===== src/rtl/arpr_pkg.sv =====
// ----------------------------------------------------------------------------
// ARP resolver package
// Shared types, codes and frame layout helpers for the ARP resolver blocks.
// ----------------------------------------------------------------------------
package arpr_pkg;

  localparam int MAC_W      = 48;
  localparam int IP_W       = 32;
  localparam int CFG_DATA_W = 48;
  localparam int CFG_IDX_W  = 3;
  localparam int OPCODE_W   = 3;
  localparam int KIND_W     = 2;
  localparam int POS_W      = 6;

  localparam logic [POS_W-1:0] FRAME_LAST   = 6'd59;
  localparam logic [POS_W-1:0] RX_MIN_LAST  = 6'd41;
  localparam logic [POS_W-1:0] RX_POS_MAX   = 6'd63;

  localparam logic [7:0] BCAST_BYTE     = 8'hff;
  localparam logic [7:0] ETYPE_ARP_HI   = 8'h08;
  localparam logic [7:0] ETYPE_ARP_LO   = 8'h06;
  localparam logic [7:0] HTYPE_ETH_HI   = 8'h00;
  localparam logic [7:0] HTYPE_ETH_LO   = 8'h01;
  localparam logic [7:0] PTYPE_IP4_HI   = 8'h08;
  localparam logic [7:0] PTYPE_IP4_LO   = 8'h00;
  localparam logic [7:0] HLEN_ETH       = 8'h06;
  localparam logic [7:0] PLEN_IP4       = 8'h04;
  localparam logic [7:0] ARP_OP_HI      = 8'h00;
  localparam logic [7:0] ARP_OP_REQUEST = 8'h01;
  localparam logic [7:0] ARP_OP_REPLY   = 8'h02;

  typedef enum logic [OPCODE_W-1:0] {
    OP_START  = 3'd0,
    OP_TICK   = 3'd1,
    OP_RX     = 3'd2,
    OP_GRAT   = 3'd3,
    OP_CANCEL = 3'd4
  } opcode_t;

  typedef enum logic [KIND_W-1:0] {
    KIND_TX       = 2'd0,
    KIND_RESOLVED = 2'd1,
    KIND_TIMEOUT  = 2'd2
  } kind_t;

  typedef enum logic [CFG_IDX_W-1:0] {
    CFG_OWN_MAC    = 3'd0,
    CFG_OWN_IP     = 3'd1,
    CFG_DEST_IP    = 3'd2,
    CFG_GATEWAY_IP = 3'd3,
    CFG_GW_ENABLE  = 3'd4,
    CFG_RETRY      = 3'd5,
    CFG_TIMEOUT    = 3'd6
  } cfg_idx_t;

  // Result request handed from the control logic to the output stage.
  typedef struct packed {
    logic             load;
    logic             frame;
    logic             grat;
    kind_t            kind;
    logic [MAC_W-1:0] mac;
  } res_req_t;

  // Parser report for the byte being consumed.
  typedef struct packed {
    logic             hit;
    logic [MAC_W-1:0] mac;
  } rx_status_t;

  // One byte of an outgoing ARP frame (request, or gratuitous reply).
  function automatic logic [7:0] frame_byte(input logic [POS_W-1:0] idx,
                                            input logic             grat,
                                            input logic [MAC_W-1:0] mac,
                                            input logic [IP_W-1:0]  ip,
                                            input logic [IP_W-1:0]  tip);
    logic [MAC_W-1:0] tha;
    logic [IP_W-1:0]  tpa;
    logic [7:0]       b;
    tha = grat ? mac : '0;
    tpa = grat ? ip : tip;
    case (idx) inside
      [6'd0:6'd5]:   b = BCAST_BYTE;
      [6'd6:6'd11]:  b = mac[8*(11-idx) +: 8];
      6'd12:         b = ETYPE_ARP_HI;
      6'd13:         b = ETYPE_ARP_LO;
      6'd14:         b = HTYPE_ETH_HI;
      6'd15:         b = HTYPE_ETH_LO;
      6'd16:         b = PTYPE_IP4_HI;
      6'd17:         b = PTYPE_IP4_LO;
      6'd18:         b = HLEN_ETH;
      6'd19:         b = PLEN_IP4;
      6'd20:         b = ARP_OP_HI;
      6'd21:         b = grat ? ARP_OP_REPLY : ARP_OP_REQUEST;
      [6'd22:6'd27]: b = mac[8*(27-idx) +: 8];
      [6'd28:6'd31]: b = ip[8*(31-idx) +: 8];
      [6'd32:6'd37]: b = tha[8*(37-idx) +: 8];
      [6'd38:6'd41]: b = tpa[8*(41-idx) +: 8];
      default:       b = 8'h00;
    endcase
    return b;
  endfunction

endpackage


===== src/rtl/arpr_in_if.sv =====
// ----------------------------------------------------------------------------
// ARP resolver command channel
// Valid/ready channel carrying one command item per transfer.
// ----------------------------------------------------------------------------
interface arpr_in_if;
  import arpr_pkg::*;

  logic                valid;
  logic                ready;
  logic [OPCODE_W-1:0] opcode;
  logic [7:0]          rx_byte;
  logic                rx_last;

  modport source (output valid, opcode, rx_byte, rx_last, input ready);
  modport sink   (input valid, opcode, rx_byte, rx_last, output ready);
endinterface


===== src/rtl/arpr_out_if.sv =====
// ----------------------------------------------------------------------------
// ARP resolver result channel
// Valid/ready channel carrying one result item per transfer.
// ----------------------------------------------------------------------------
interface arpr_out_if;
  import arpr_pkg::*;

  logic              valid;
  logic              ready;
  logic [KIND_W-1:0] kind;
  logic [7:0]        tx_byte;
  logic              tx_last;
  logic [MAC_W-1:0]  peer_mac;

  modport source (output valid, kind, tx_byte, tx_last, peer_mac, input ready);
  modport sink   (input valid, kind, tx_byte, tx_last, peer_mac, output ready);
endinterface


===== src/rtl/arpr_rx_parser.sv =====
// ----------------------------------------------------------------------------
// ARP reply parser
// Checks received frame bytes on the fly and captures the sender MAC.
// ----------------------------------------------------------------------------
module arpr_rx_parser (
  input  logic                      clk,
  input  logic                      rst_n,
  input  logic                      rx_fire,
  input  logic [7:0]                rx_byte,
  input  logic                      rx_last,
  input  logic [arpr_pkg::IP_W-1:0] tgt_ip,
  input  logic [arpr_pkg::IP_W-1:0] own_ip,
  output arpr_pkg::rx_status_t      status
);
  import arpr_pkg::*;

  logic [POS_W-1:0] pos_r, pos_nxt;
  logic             match_r, match_nxt;
  logic [MAC_W-1:0] mac_r, mac_nxt;
  logic             byte_ok;
  logic [1:0]       k_tgt, k_own;
  logic [POS_W-1:0] own_off;

  assign k_tgt   = pos_r[1:0];
  assign own_off = pos_r - 6'd38;
  assign k_own   = own_off[1:0];

  always_comb begin
    byte_ok = 1'b1;
    mac_nxt = mac_r;
    case (pos_r) inside
      6'd12:         byte_ok = (rx_byte == ETYPE_ARP_HI);
      6'd13:         byte_ok = (rx_byte == ETYPE_ARP_LO);
      6'd20:         byte_ok = (rx_byte == ARP_OP_HI);
      6'd21:         byte_ok = (rx_byte == ARP_OP_REPLY);
      [6'd22:6'd27]: mac_nxt = {mac_r[MAC_W-9:0], rx_byte};
      [6'd28:6'd31]: byte_ok = (rx_byte == tgt_ip[{~k_tgt, 3'b000} +: 8]);
      [6'd38:6'd41]: byte_ok = (rx_byte == own_ip[{~k_own, 3'b000} +: 8]);
      default:       byte_ok = 1'b1;
    endcase
  end

  assign status.hit = rx_fire && rx_last && match_r && byte_ok && (pos_r >= RX_MIN_LAST);
  assign status.mac = mac_nxt;

  always_comb begin
    pos_nxt   = pos_r;
    match_nxt = match_r;
    if (rx_fire) begin
      if (rx_last) begin
        pos_nxt   = '0;
        match_nxt = 1'b1;
      end else begin
        match_nxt = match_r && byte_ok;
        if (pos_r != RX_POS_MAX) begin
          pos_nxt = pos_r + 6'd1;
        end
      end
    end
  end

  always_ff @(posedge clk) begin
    if (!rst_n) begin
      pos_r   <= '0;
      match_r <= 1'b1;
      mac_r   <= '0;
    end else begin
      pos_r   <= pos_nxt;
      match_r <= match_nxt;
      if (rx_fire) begin
        mac_r <= rx_last ? '0 : mac_nxt;
      end
    end
  end

endmodule


===== src/rtl/arpr_out_stage.sv =====
// ----------------------------------------------------------------------------
// ARP resolver output stage
// Result register plus a byte counter that plays out 60-byte ARP frames.
// ----------------------------------------------------------------------------
module arpr_out_stage (
  input  logic                       clk,
  input  logic                       rst_n,
  input  arpr_pkg::res_req_t         req,
  output logic                       req_ready,
  input  logic [arpr_pkg::MAC_W-1:0] own_mac,
  input  logic [arpr_pkg::IP_W-1:0]  own_ip,
  input  logic [arpr_pkg::IP_W-1:0]  tgt_ip,
  arpr_out_if.source                 out_if
);
  import arpr_pkg::*;

  logic             out_valid_r, out_valid_nxt;
  kind_t            kind_r, kind_nxt;
  logic [7:0]       byte_r, byte_nxt;
  logic             last_r, last_nxt;
  logic [MAC_W-1:0] mac_r, mac_nxt;
  logic             busy_r, busy_nxt;
  logic [POS_W-1:0] idx_r, idx_nxt;
  logic             grat_r, grat_nxt;
  logic             load_ok;
  logic [POS_W-1:0] fb_idx;
  logic             fb_grat;
  logic [7:0]       fb_byte;

  assign load_ok   = !out_valid_r || out_if.ready;
  assign req_ready = !busy_r && load_ok;

  assign fb_idx  = busy_r ? idx_r : '0;
  assign fb_grat = busy_r ? grat_r : req.grat;
  assign fb_byte = frame_byte(fb_idx, fb_grat, own_mac, own_ip, tgt_ip);

  always_comb begin
    out_valid_nxt = out_valid_r;
    kind_nxt      = kind_r;
    byte_nxt      = byte_r;
    last_nxt      = last_r;
    mac_nxt       = mac_r;
    busy_nxt      = busy_r;
    idx_nxt       = idx_r;
    grat_nxt      = grat_r;
    if (busy_r && load_ok) begin
      out_valid_nxt = 1'b1;
      kind_nxt      = KIND_TX;
      byte_nxt      = fb_byte;
      last_nxt      = (idx_r == FRAME_LAST);
      mac_nxt       = '0;
      idx_nxt       = idx_r + 6'd1;
      busy_nxt      = (idx_r != FRAME_LAST);
    end else if (req.load && req_ready) begin
      out_valid_nxt = 1'b1;
      if (req.frame) begin
        kind_nxt = KIND_TX;
        byte_nxt = fb_byte;
        last_nxt = 1'b0;
        mac_nxt  = '0;
        busy_nxt = 1'b1;
        idx_nxt  = 6'd1;
        grat_nxt = req.grat;
      end else begin
        kind_nxt = req.kind;
        byte_nxt = 8'h00;
        last_nxt = 1'b0;
        mac_nxt  = (req.kind == KIND_RESOLVED) ? req.mac : '0;
      end
    end else if (out_if.ready) begin
      out_valid_nxt = 1'b0;
    end
  end

  always_ff @(posedge clk) begin
    if (!rst_n) begin
      out_valid_r <= 1'b0;
      busy_r      <= 1'b0;
      idx_r       <= '0;
      grat_r      <= 1'b0;
    end else begin
      out_valid_r <= out_valid_nxt;
      busy_r      <= busy_nxt;
      idx_r       <= idx_nxt;
      grat_r      <= grat_nxt;
    end
  end

  always_ff @(posedge clk) begin
    kind_r <= kind_nxt;
    byte_r <= byte_nxt;
    last_r <= last_nxt;
    mac_r  <= mac_nxt;
  end

  assign out_if.valid    = out_valid_r;
  assign out_if.kind     = kind_r;
  assign out_if.tx_byte  = byte_r;
  assign out_if.tx_last  = last_r;
  assign out_if.peer_mac = mac_r;

  // The frame counter only runs between the first and the last byte.
  a_busy_idx_range: assert property (@(posedge clk) disable iff (!rst_n)
    busy_r |-> (idx_r != '0) && (idx_r <= FRAME_LAST))
    else $error("frame counter out of range while busy");

  // An end-of-frame marker only ever travels with a transmit byte.
  a_last_is_tx: assert property (@(posedge clk) disable iff (!rst_n)
    (out_valid_r && last_r) |-> (kind_r == KIND_TX))
    else $error("tx_last set on a non-transmit result");

  // Loading the last byte of a frame frees the stage.
  a_frame_ends: assert property (@(posedge clk) disable iff (!rst_n)
    (busy_r && load_ok && (idx_r == FRAME_LAST)) |=> !busy_r)
    else $error("frame playout did not end after the last byte");

endmodule


===== src/rtl/arp_resolver_with_retry_core.sv =====
// ----------------------------------------------------------------------------
// ARP resolver with retry and timeout
// Sends ARP requests for the configured target, re-sends them on a retry
// interval, gives up at a timeout and reports the MAC from a matching reply.
// ----------------------------------------------------------------------------
//
//   Channel   Direction  Handshake          Carries
//   in_if     in         valid/ready        opcode, rx_byte, rx_last
//   out_if    out        valid/ready        kind, tx_byte, tx_last, peer_mac
//   cfg_*     in         write enable only  register index and write data
//
// A command is registered on input, so commands that give no result, or a
// single result, flow at one per cycle unless the output stalls. A start or
// gratuitous command plays out 60 frame bytes, one per cycle unless the
// output stalls, from the output stage's byte counter; further commands wait
// during playout. Reset is synchronous and active low; it idles the resolver
// and resets its state and configuration registers. A stalled result holds in
// the output register while one more command can enter the input register.
//
module arp_resolver_with_retry_core #(
  parameter int TICK_COUNT_WIDTH = 32
) (
  input  logic                            clk,
  input  logic                            rst_n,
  arpr_in_if.sink                         in_if,
  arpr_out_if.source                      out_if,
  input  logic                            cfg_we,
  input  logic [arpr_pkg::CFG_IDX_W-1:0]  cfg_index,
  input  logic [arpr_pkg::CFG_DATA_W-1:0] cfg_wdata
);
  import arpr_pkg::*;

  // Compare and add width: wide enough for both the tick counters and the
  // 32-bit interval registers.
  localparam int TW = TICK_COUNT_WIDTH;
  localparam int CW = (TW > IP_W) ? TW : IP_W;
  localparam logic [CW:0] TICK_MAX = {{(CW + 1 - TW){1'b0}}, {TW{1'b1}}};

  // Configuration registers.
  logic [MAC_W-1:0] own_mac_r;
  logic [IP_W-1:0]  own_ip_r;
  logic [IP_W-1:0]  dest_ip_r;
  logic [IP_W-1:0]  gateway_ip_r;
  logic             gw_enable_r;
  logic [IP_W-1:0]  retry_r;
  logic [IP_W-1:0]  timeout_r;
  logic [IP_W-1:0]  tgt_ip;

  // Input register.
  logic       inq_valid_r;
  opcode_t    inq_op_r;
  logic [7:0] inq_byte_r;
  logic       inq_last_r;
  logic       proc_fire;

  // Resolution state.
  logic          active_r, active_nxt;
  logic [TW-1:0] elapsed_r, elapsed_nxt;
  logic [TW-1:0] next_retry_r, next_retry_nxt;

  logic [CW:0]   tick_sum;
  logic [TW-1:0] elapsed_inc;
  logic [CW:0]   retry_sum;
  logic [TW-1:0] retry_at;
  logic [CW:0]   start_sum;
  logic [TW-1:0] start_at;

  res_req_t   req;
  logic       req_ready;
  logic       rx_fire;
  rx_status_t rx_status;

  assign tgt_ip = gw_enable_r ? gateway_ip_r : dest_ip_r;

  // Configuration writes; unused register indexes are dropped.
  always_ff @(posedge clk) begin
    if (!rst_n) begin
      own_mac_r    <= '0;
      own_ip_r     <= '0;
      dest_ip_r    <= '0;
      gateway_ip_r <= '0;
      gw_enable_r  <= 1'b0;
      retry_r      <= 32'd500;
      timeout_r    <= 32'd3000;
    end else if (cfg_we) begin
      case (cfg_idx_t'(cfg_index))
        CFG_OWN_MAC:    own_mac_r    <= cfg_wdata[MAC_W-1:0];
        CFG_OWN_IP:     own_ip_r     <= cfg_wdata[IP_W-1:0];
        CFG_DEST_IP:    dest_ip_r    <= cfg_wdata[IP_W-1:0];
        CFG_GATEWAY_IP: gateway_ip_r <= cfg_wdata[IP_W-1:0];
        CFG_GW_ENABLE:  gw_enable_r  <= cfg_wdata[0];
        CFG_RETRY:      retry_r      <= cfg_wdata[IP_W-1:0];
        CFG_TIMEOUT:    timeout_r    <= cfg_wdata[IP_W-1:0];
        default:        ;
      endcase
    end
  end

  // The input register takes a new command whenever the held one is processed
  // in the same cycle, so a steady stream sees no bubbles.
  assign proc_fire   = inq_valid_r && req_ready;
  assign in_if.ready = !inq_valid_r || proc_fire;

  always_ff @(posedge clk) begin
    if (!rst_n) begin
      inq_valid_r <= 1'b0;
    end else if (in_if.ready) begin
      inq_valid_r <= in_if.valid;
    end
  end

  always_ff @(posedge clk) begin
    if (in_if.valid && in_if.ready) begin
      inq_op_r   <= opcode_t'(in_if.opcode);
      inq_byte_r <= in_if.rx_byte;
      inq_last_r <= in_if.rx_last;
    end
  end

  // Saturating counter arithmetic. Both the timeout and retry checks use the
  // incremented elapsed count.
  assign tick_sum    = {1'b0, CW'(elapsed_r)} + {{CW{1'b0}}, 1'b1};
  assign elapsed_inc = (tick_sum > TICK_MAX) ? TW'(TICK_MAX) : TW'(tick_sum);
  assign retry_sum   = {1'b0, CW'(elapsed_inc)} + {1'b0, CW'(retry_r)};
  assign retry_at    = (retry_sum > TICK_MAX) ? TW'(TICK_MAX) : TW'(retry_sum);
  assign start_sum   = {1'b0, CW'(retry_r)};
  assign start_at    = (start_sum > TICK_MAX) ? TW'(TICK_MAX) : TW'(start_sum);

  assign rx_fire = proc_fire && (inq_op_r == OP_RX);

  always_comb begin
    active_nxt     = active_r;
    elapsed_nxt    = elapsed_r;
    next_retry_nxt = next_retry_r;
    req            = '0;
    req.kind       = KIND_TX;
    if (proc_fire) begin
      case (inq_op_r)
        OP_START: begin
          active_nxt     = 1'b1;
          elapsed_nxt    = '0;
          next_retry_nxt = start_at;
          req.load       = 1'b1;
          req.frame      = 1'b1;
        end
        OP_TICK: begin
          // Ticks while idle do nothing; the timeout wins over a retry.
          if (active_r) begin
            elapsed_nxt = elapsed_inc;
            if (CW'(elapsed_inc) >= CW'(timeout_r)) begin
              active_nxt = 1'b0;
              req.load   = 1'b1;
              req.kind   = KIND_TIMEOUT;
            end else if (elapsed_inc >= next_retry_r) begin
              next_retry_nxt = retry_at;
              req.load       = 1'b1;
              req.frame      = 1'b1;
            end
          end
        end
        OP_RX: begin
          // A matching reply only counts while a resolution is running.
          if (rx_status.hit && active_r) begin
            active_nxt = 1'b0;
            req.load   = 1'b1;
            req.kind   = KIND_RESOLVED;
            req.mac    = rx_status.mac;
          end
        end
        OP_GRAT: begin
          req.load  = 1'b1;
          req.frame = 1'b1;
          req.grat  = 1'b1;
        end
        OP_CANCEL: begin
          active_nxt = 1'b0;
        end
        default: ;
      endcase
    end
  end

  always_ff @(posedge clk) begin
    if (!rst_n) begin
      active_r     <= 1'b0;
      elapsed_r    <= '0;
      next_retry_r <= '0;
    end else begin
      active_r     <= active_nxt;
      elapsed_r    <= elapsed_nxt;
      next_retry_r <= next_retry_nxt;
    end
  end

  arpr_rx_parser u_rx_parser (
    .clk     (clk),
    .rst_n   (rst_n),
    .rx_fire (rx_fire),
    .rx_byte (inq_byte_r),
    .rx_last (inq_last_r),
    .tgt_ip  (tgt_ip),
    .own_ip  (own_ip_r),
    .status  (rx_status)
  );

  arpr_out_stage u_out_stage (
    .clk       (clk),
    .rst_n     (rst_n),
    .req       (req),
    .req_ready (req_ready),
    .own_mac   (own_mac_r),
    .own_ip    (own_ip_r),
    .tgt_ip    (tgt_ip),
    .out_if    (out_if)
  );

endmodule

===== src/flat_wrapper.sv =====
// flat-port wrapper written by rule: the top's interface ports become plain ports
module arp_resolver_with_retry_core_flat import arpr_pkg::*;
#(
  parameter int TICK_COUNT_WIDTH = 32
)
  (clk, rst_n, cfg_we, cfg_index, cfg_wdata, in_if_valid, in_if_opcode, in_if_rx_byte, in_if_rx_last, in_if_ready, out_if_valid, out_if_kind, out_if_tx_byte, out_if_tx_last, out_if_peer_mac, out_if_ready);
  arpr_in_if in_if_i ();
  arpr_out_if out_if_i ();
  input  logic clk;
  input  logic rst_n;
  input  logic cfg_we;
  input  logic [arpr_pkg::CFG_IDX_W-1:0] cfg_index;
  input  logic [arpr_pkg::CFG_DATA_W-1:0] cfg_wdata;
  input wire logic [$bits(in_if_i.valid)-1:0] in_if_valid;
  input wire logic [$bits(in_if_i.opcode)-1:0] in_if_opcode;
  input wire logic [$bits(in_if_i.rx_byte)-1:0] in_if_rx_byte;
  input wire logic [$bits(in_if_i.rx_last)-1:0] in_if_rx_last;
  output wire logic [$bits(in_if_i.ready)-1:0] in_if_ready;
  output wire logic [$bits(out_if_i.valid)-1:0] out_if_valid;
  output wire logic [$bits(out_if_i.kind)-1:0] out_if_kind;
  output wire logic [$bits(out_if_i.tx_byte)-1:0] out_if_tx_byte;
  output wire logic [$bits(out_if_i.tx_last)-1:0] out_if_tx_last;
  output wire logic [$bits(out_if_i.peer_mac)-1:0] out_if_peer_mac;
  input wire logic [$bits(out_if_i.ready)-1:0] out_if_ready;
  assign in_if_i.valid = in_if_valid;
  assign in_if_i.opcode = in_if_opcode;
  assign in_if_i.rx_byte = in_if_rx_byte;
  assign in_if_i.rx_last = in_if_rx_last;
  assign in_if_ready = in_if_i.ready;
  assign out_if_valid = out_if_i.valid;
  assign out_if_kind = out_if_i.kind;
  assign out_if_tx_byte = out_if_i.tx_byte;
  assign out_if_tx_last = out_if_i.tx_last;
  assign out_if_peer_mac = out_if_i.peer_mac;
  assign out_if_i.ready = out_if_ready;
  arp_resolver_with_retry_core #(.TICK_COUNT_WIDTH(TICK_COUNT_WIDTH)) u_core (.clk(clk), .rst_n(rst_n), .in_if(in_if_i), .out_if(out_if_i), .cfg_we(cfg_we), .cfg_index(cfg_index), .cfg_wdata(cfg_wdata));
endmodule

===== config.mk =====
export PLATFORM = sky130hd
export DESIGN_NAME = arp_resolver_with_retry_core_flat
export DESIGN_NICKNAME = d
export VERILOG_FILES = /design/src/rtl/arpr_pkg.sv /design/src/rtl/arpr_in_if.sv /design/src/rtl/arpr_out_if.sv /design/src/rtl/arpr_rx_parser.sv /design/src/rtl/arpr_out_stage.sv /design/src/rtl/arp_resolver_with_retry_core.sv /design/src/flat_wrapper.sv
export SDC_FILE = /design/constraint.sdc
export NUM_CORES = 1
export LEC_CHECK = 0
export ABC_AREA = 0
export ABC_CLOCK_PERIOD_IN_PS = 7110
export BUFFER_PORTS_ARGS = -buffer_cell sky130_fd_sc_hd__buf_2
export CAP_MARGIN = 10
export CORE_MARGIN = 1
export CORE_UTILIZATION = 50
export CTS_CLUSTER_SIZE = 14
export DETAILED_ROUTE_END_ITERATION = 8
export MAX_ROUTING_LAYER = met4
export PLACE_DENSITY = 0.66
export SLEW_MARGIN = 20
export SYNTH_ARGS = -nofsm -noshare
export SYNTH_HDL_FRONTEND = slang
export SYNTH_HIERARCHICAL = 1
export SYNTH_SLANG_ARGS = --single-unit

===== constraint.sdc =====
create_clock -name clk -period 7.11 [get_ports clk]
set_input_delay 0.3555 -clock clk [delete_from_list [all_inputs] [get_ports clk]]
set_output_delay 0.3555 -clock clk [all_outputs]
set_load 0.005 [all_outputs]

==> results.md <==
- Status: complete, no violations
- FP Rows: 78
- Min Hold Slack: roughly 60 ps
- Setup slack, reg-to-reg: 840 ps
- WL met2: between 30,000 and 40,000 um
- Worst relative slew slack: 0.289
- Die W: between 200 and 250 um
- Die Area: ~48,000 um2
- Initial antenna violation count: 0
- Hpwl dp: about 54,000 um
- Skew-Pair Late Insertion Delay: 610 ps
- Min Tclk post-route: around 6300 ps
- P&R area growth vs syn: 12.9%
- Layout cells sized above 1: 0.158
- Post-Layout Cell Count: roughly 3,500
- CP Launch Type: flop
- Slew Viols, Final: 0
- Top cell types by occurrence after synthesis: 539 x nand2_1, 389 x dfxtp_1, 281 x a21oi_1
- WHS Path Cells: 3
- Crit Path Class: flop to flop
- CTS Buf Count: 46
- Unrepaired setup endpoints after global routing: false
- LEAKAGE: about 9.9 nW
- GRT Overall Usage: 0.324
- R2R cell count: 25
- Core box area: about 46,000 um2
- DRT iter0 DRCs: approximately 2,300
- Setup TNS: 0 ps
- Routed via count: between 20,000 and 25,000
- WP data arrival: between 6000 and 7000 ps
- WL/cell: 21.9 um
- Hold Startpoint: cfg_wdata[19]
- Worst Hold Class: primary input to flop
- Synth unique cells: between 90 and 100
- Max layer used: met4
- FF-to-FF Start: u_core/elapsed_r[1]$_SDFFE_PN0P_
- PnR worst setup slack: ~840 ps
- Fin Clk Skew: around 34 ps
- Fmax achieved: 0.159 GHz
- Gr ovfl total: 0
- Post-synth EDFFs: 21
- Post-Syn Area: 23,400 um2
- Cell taking the most area after synthesis: dfxtp_1
- Min-Delay Endpoint: u_core/timeout_r[19]$_SDFFE_PN0P_
- Vias/cell: a little over 6
- Period Utilization, post-route: 0.882
- First-pass DRT Iterations: 6
- IO buf count: between 100 and 150
- Critical Path End Type: flop
- Met3 routed WL: around 6700 um
- Sink Count: 410
- Count of state elements after synthesis: 410
- Vias in the first global route: ~20,000
- Synth area leaders: dfxtp_1 33%, nand2_1 8.6%, a21oi_1 6.0%
- Pwr per Cell Area: between 150 and 200 nW/um2
- # IOs: between 100 and 150
- Synth Instances: between 2,000 and 3,000
- Largest net degree at the start of global routing: between 90 and 100
- Req. time, crit path: around 7400 ps
- Avg Cell Area, Syn: 8.46 um2
- Worst Max-Slew Pin Slew: ~1100 ps
- Total of warnings raised by yosys: 6
- Filler instances: a little over 4,000
- Top cell type's share of synthesized area: 0.332
- Hold Violations, Final: 0
- Ys flop type: dfxtp_1
- CTS tree: yes
- Antenna Nets Post-Route: 0
- Maximum vdd drop: 0.228 mV
- H-tree depth: 2
- Final Net Count: around 3,000
- Most frequent cell after synthesis: nand2_1
- Post-synth ARST share: 0
- GP Congestion: 0.950
- M1 WL: ~34,000 um
- Max-cap violations: 0
- Placed Cells: 3,372
- Initial Util: 0.512
- Final cell utilization of the core: 0.577
- Register area share after synthesis: 0.359
- Die Y: between 200 and 250 um
- Crit Reg-Reg Endpoint: u_core/u_out_stage/out_if.tx_byte[4]$_DFFE_PP_
- Post-CTS Resized: 0
- Root Buffer: clkbuf_16
- Overall routed net length: roughly 76,000 um
- Longest Clk Path Bufs: 3
- Setup Viol. Count Final: 0
- Clock Pin Slew Worst Setup and Hold Paths: ~60 ps
- Post-CTS Setup Bufs: 0
- Place WS: around 920 ps
- First-pass GRT wire length: between 100,000 and 150,000 um
- Syn Nets: 2,944
- DR DRC count: 0
- Crit-path max FO: 20
-- logic make-up after synthesis --
logic type                 count (synthesis)  share of synthesized area
and+or+nand+nor                          982                      0.196
AOI/OAI and AO/OA                        733                      0.207
DFF                                      410                      0.359
buffers and inverters                    288                     0.0498
muxes                                    172                      0.101
adders and majority gates                107                     0.0575
xor gates and xnor gates                  77                     0.0288
-- worst max-delay path by stage --
stage	from	end	slack [ps]	cells past startpoint
3_5_place_dp	u_core/elapsed_r[1]$_SDFFE_PN0P_	u_core/u_out_stage/out_if.peer_mac[43]$_SDFFE_PP0P_	920	24
3_3_place_gp	u_core/elapsed_r[1]$_SDFFE_PN0P_	u_core/u_out_stage/out_if.peer_mac[40]$_SDFFE_PP0P_	1150	24
2_1_floorplan	u_core/elapsed_r[0]$_SDFFE_PN0P_	u_core/u_out_stage/out_if.tx_byte[0]$_DFFE_PP_	1450	22
5_1_grt	u_core/elapsed_r[1]$_SDFFE_PN0P_	u_core/u_out_stage/out_if.tx_byte[4]$_DFFE_PP_	300	25
6_report	u_core/elapsed_r[1]$_SDFFE_PN0P_	u_core/u_out_stage/out_if.tx_byte[4]$_DFFE_PP_	840	25
4_1_cts	u_core/elapsed_r[1]$_SDFFE_PN0P_	u_core/u_out_stage/out_if.peer_mac[43]$_SDFFE_PP0P_	870	24
-- placed cells by master (no fill, tap or decap), drive strengths merged, types with 10 or more instances in the layout --
master | netlist | routed
a2111oi | 10 | 10
a211oi | 24 | 24
a21o | 27 | 27
a21oi | 281 | 281
a221oi | 14 | 14
a22o | 51 | 51
a22oi | 66 | 66
a311oi | 11 | 11
a31oi | 14 | 14
and2 | 60 | 60
and3 | 22 | 22
and4 | 10 | 10
buf | 45 | 194
clkbuf | 146 | 65
clkinv | 1 | 13
dfxtp | 389 | 389
dlygate4sd3 | 0 | 29
edfxtp | 21 | 21
ha | 106 | 106
inv | 96 | 99
mux2 | 92 | 92
mux2i | 38 | 38
mux4 | 42 | 42
nand2 | 539 | 539
nand2b | 21 | 21
nand3 | 65 | 65
nand4 | 32 | 32
nor2 | 84 | 84
nor2b | 63 | 63
nor3 | 30 | 30
nor4 | 14 | 14
o211ai | 22 | 22
o21a | 15 | 15
o21ai | 81 | 81
o22ai | 45 | 45
or3 | 17 | 17
xnor2 | 49 | 49
xor2 | 28 | 28
-- critical path: stages (launching register included) --
cell and delay (ps):
dfxtp_1 450, ha_1 280, nand3_1 180, nor2_1 360, nand3_1 120, a2111oi_0 420, buf_4 210, a211oi_1 60
and4_1 240, a21boi_4 160, buf_4 280, nand2_1 160, ha_1 330, a211o_1 270, o211ai_1 120, o41ai_1 130
o41a_1 420, nor4_2 560, nor3_1 120, o211a_1 300, inv_1 110, o21ai_1 150, o21ai_0 190, a21oi_1 130
o41ai_1 100, o211ai_1 140
-- through the flow --
stage | power (W) | area, um2
final | 0.00511 | 26400
after global routing | 0.00526 | 26400
after CTS | 0.00513 | 26400
after detailed placement | 0.00271 | 24600
after global placement | 0.00271 | 24600
after floorplan | 0.00258 | 23400
-- repair_timing --
| item | in CTS | in global routing |
|---|---|---|
| hold buffers | 29 | 0 |
| hold endpoints to repair | 29 | 0 |
| endpoints found under the setup margin | 0 | 0 |
-- registers in the layout, summed over array words and instances, names as in the netlist, 2 cells and up --
name                                count
u_core/dest_ip_r                       32
u_core/elapsed_r                       32
u_core/gateway_ip_r                    32
u_core/inq_byte_r                       8
u_core/inq_op_r                         3
u_core/next_retry_r                    32
u_core/own_ip_r                        32
u_core/own_mac_r                       48
u_core/retry_r                         32
u_core/timeout_r                       32
u_core/u_out_stage/idx_r                6
u_core/u_out_stage/out_if.kind          2
u_core/u_out_stage/out_if.peer_mac     48
u_core/u_out_stage/out_if.tx_byte       8
u_core/u_rx_parser/mac_r               48
u_core/u_rx_parser/pos_r                6
-- layout make-up --
cell class / count / area, um2 / area share
flip-flops and latches: 410 / 8420 / 0.318
repair buffers: 223 / 1450 / 0.0547
clock inverters: 20 / 236 / 0.00895
well taps: 600 / 751 / 0.0284
clock buffers: 65 / 1300 / 0.0493
multi-input cells: 2071 / 13900 / 0.526
inverters: 97 / 369 / 0.0140
diodes: 2 / 5.00 / 0.000189
-- where the power goes --
part / switching, W / total [W] / internal (W)
Sequential: 0.0000315 / 0.00238 / 0.00235
Clock: 0.00105 / 0.00242 / 0.00137
Combinational: 0.000196 / 0.000300 / 0.000104
-- per-layer routing --
metal / global-route usage / vias up
met5: - / -
met4: 0.0732 / 0
met3: 0.0551 / 106
met2: 0.486 / 878
met1: 0.453 / 10400
li1: - / 10100
Power figures use the tool's default switching activity.
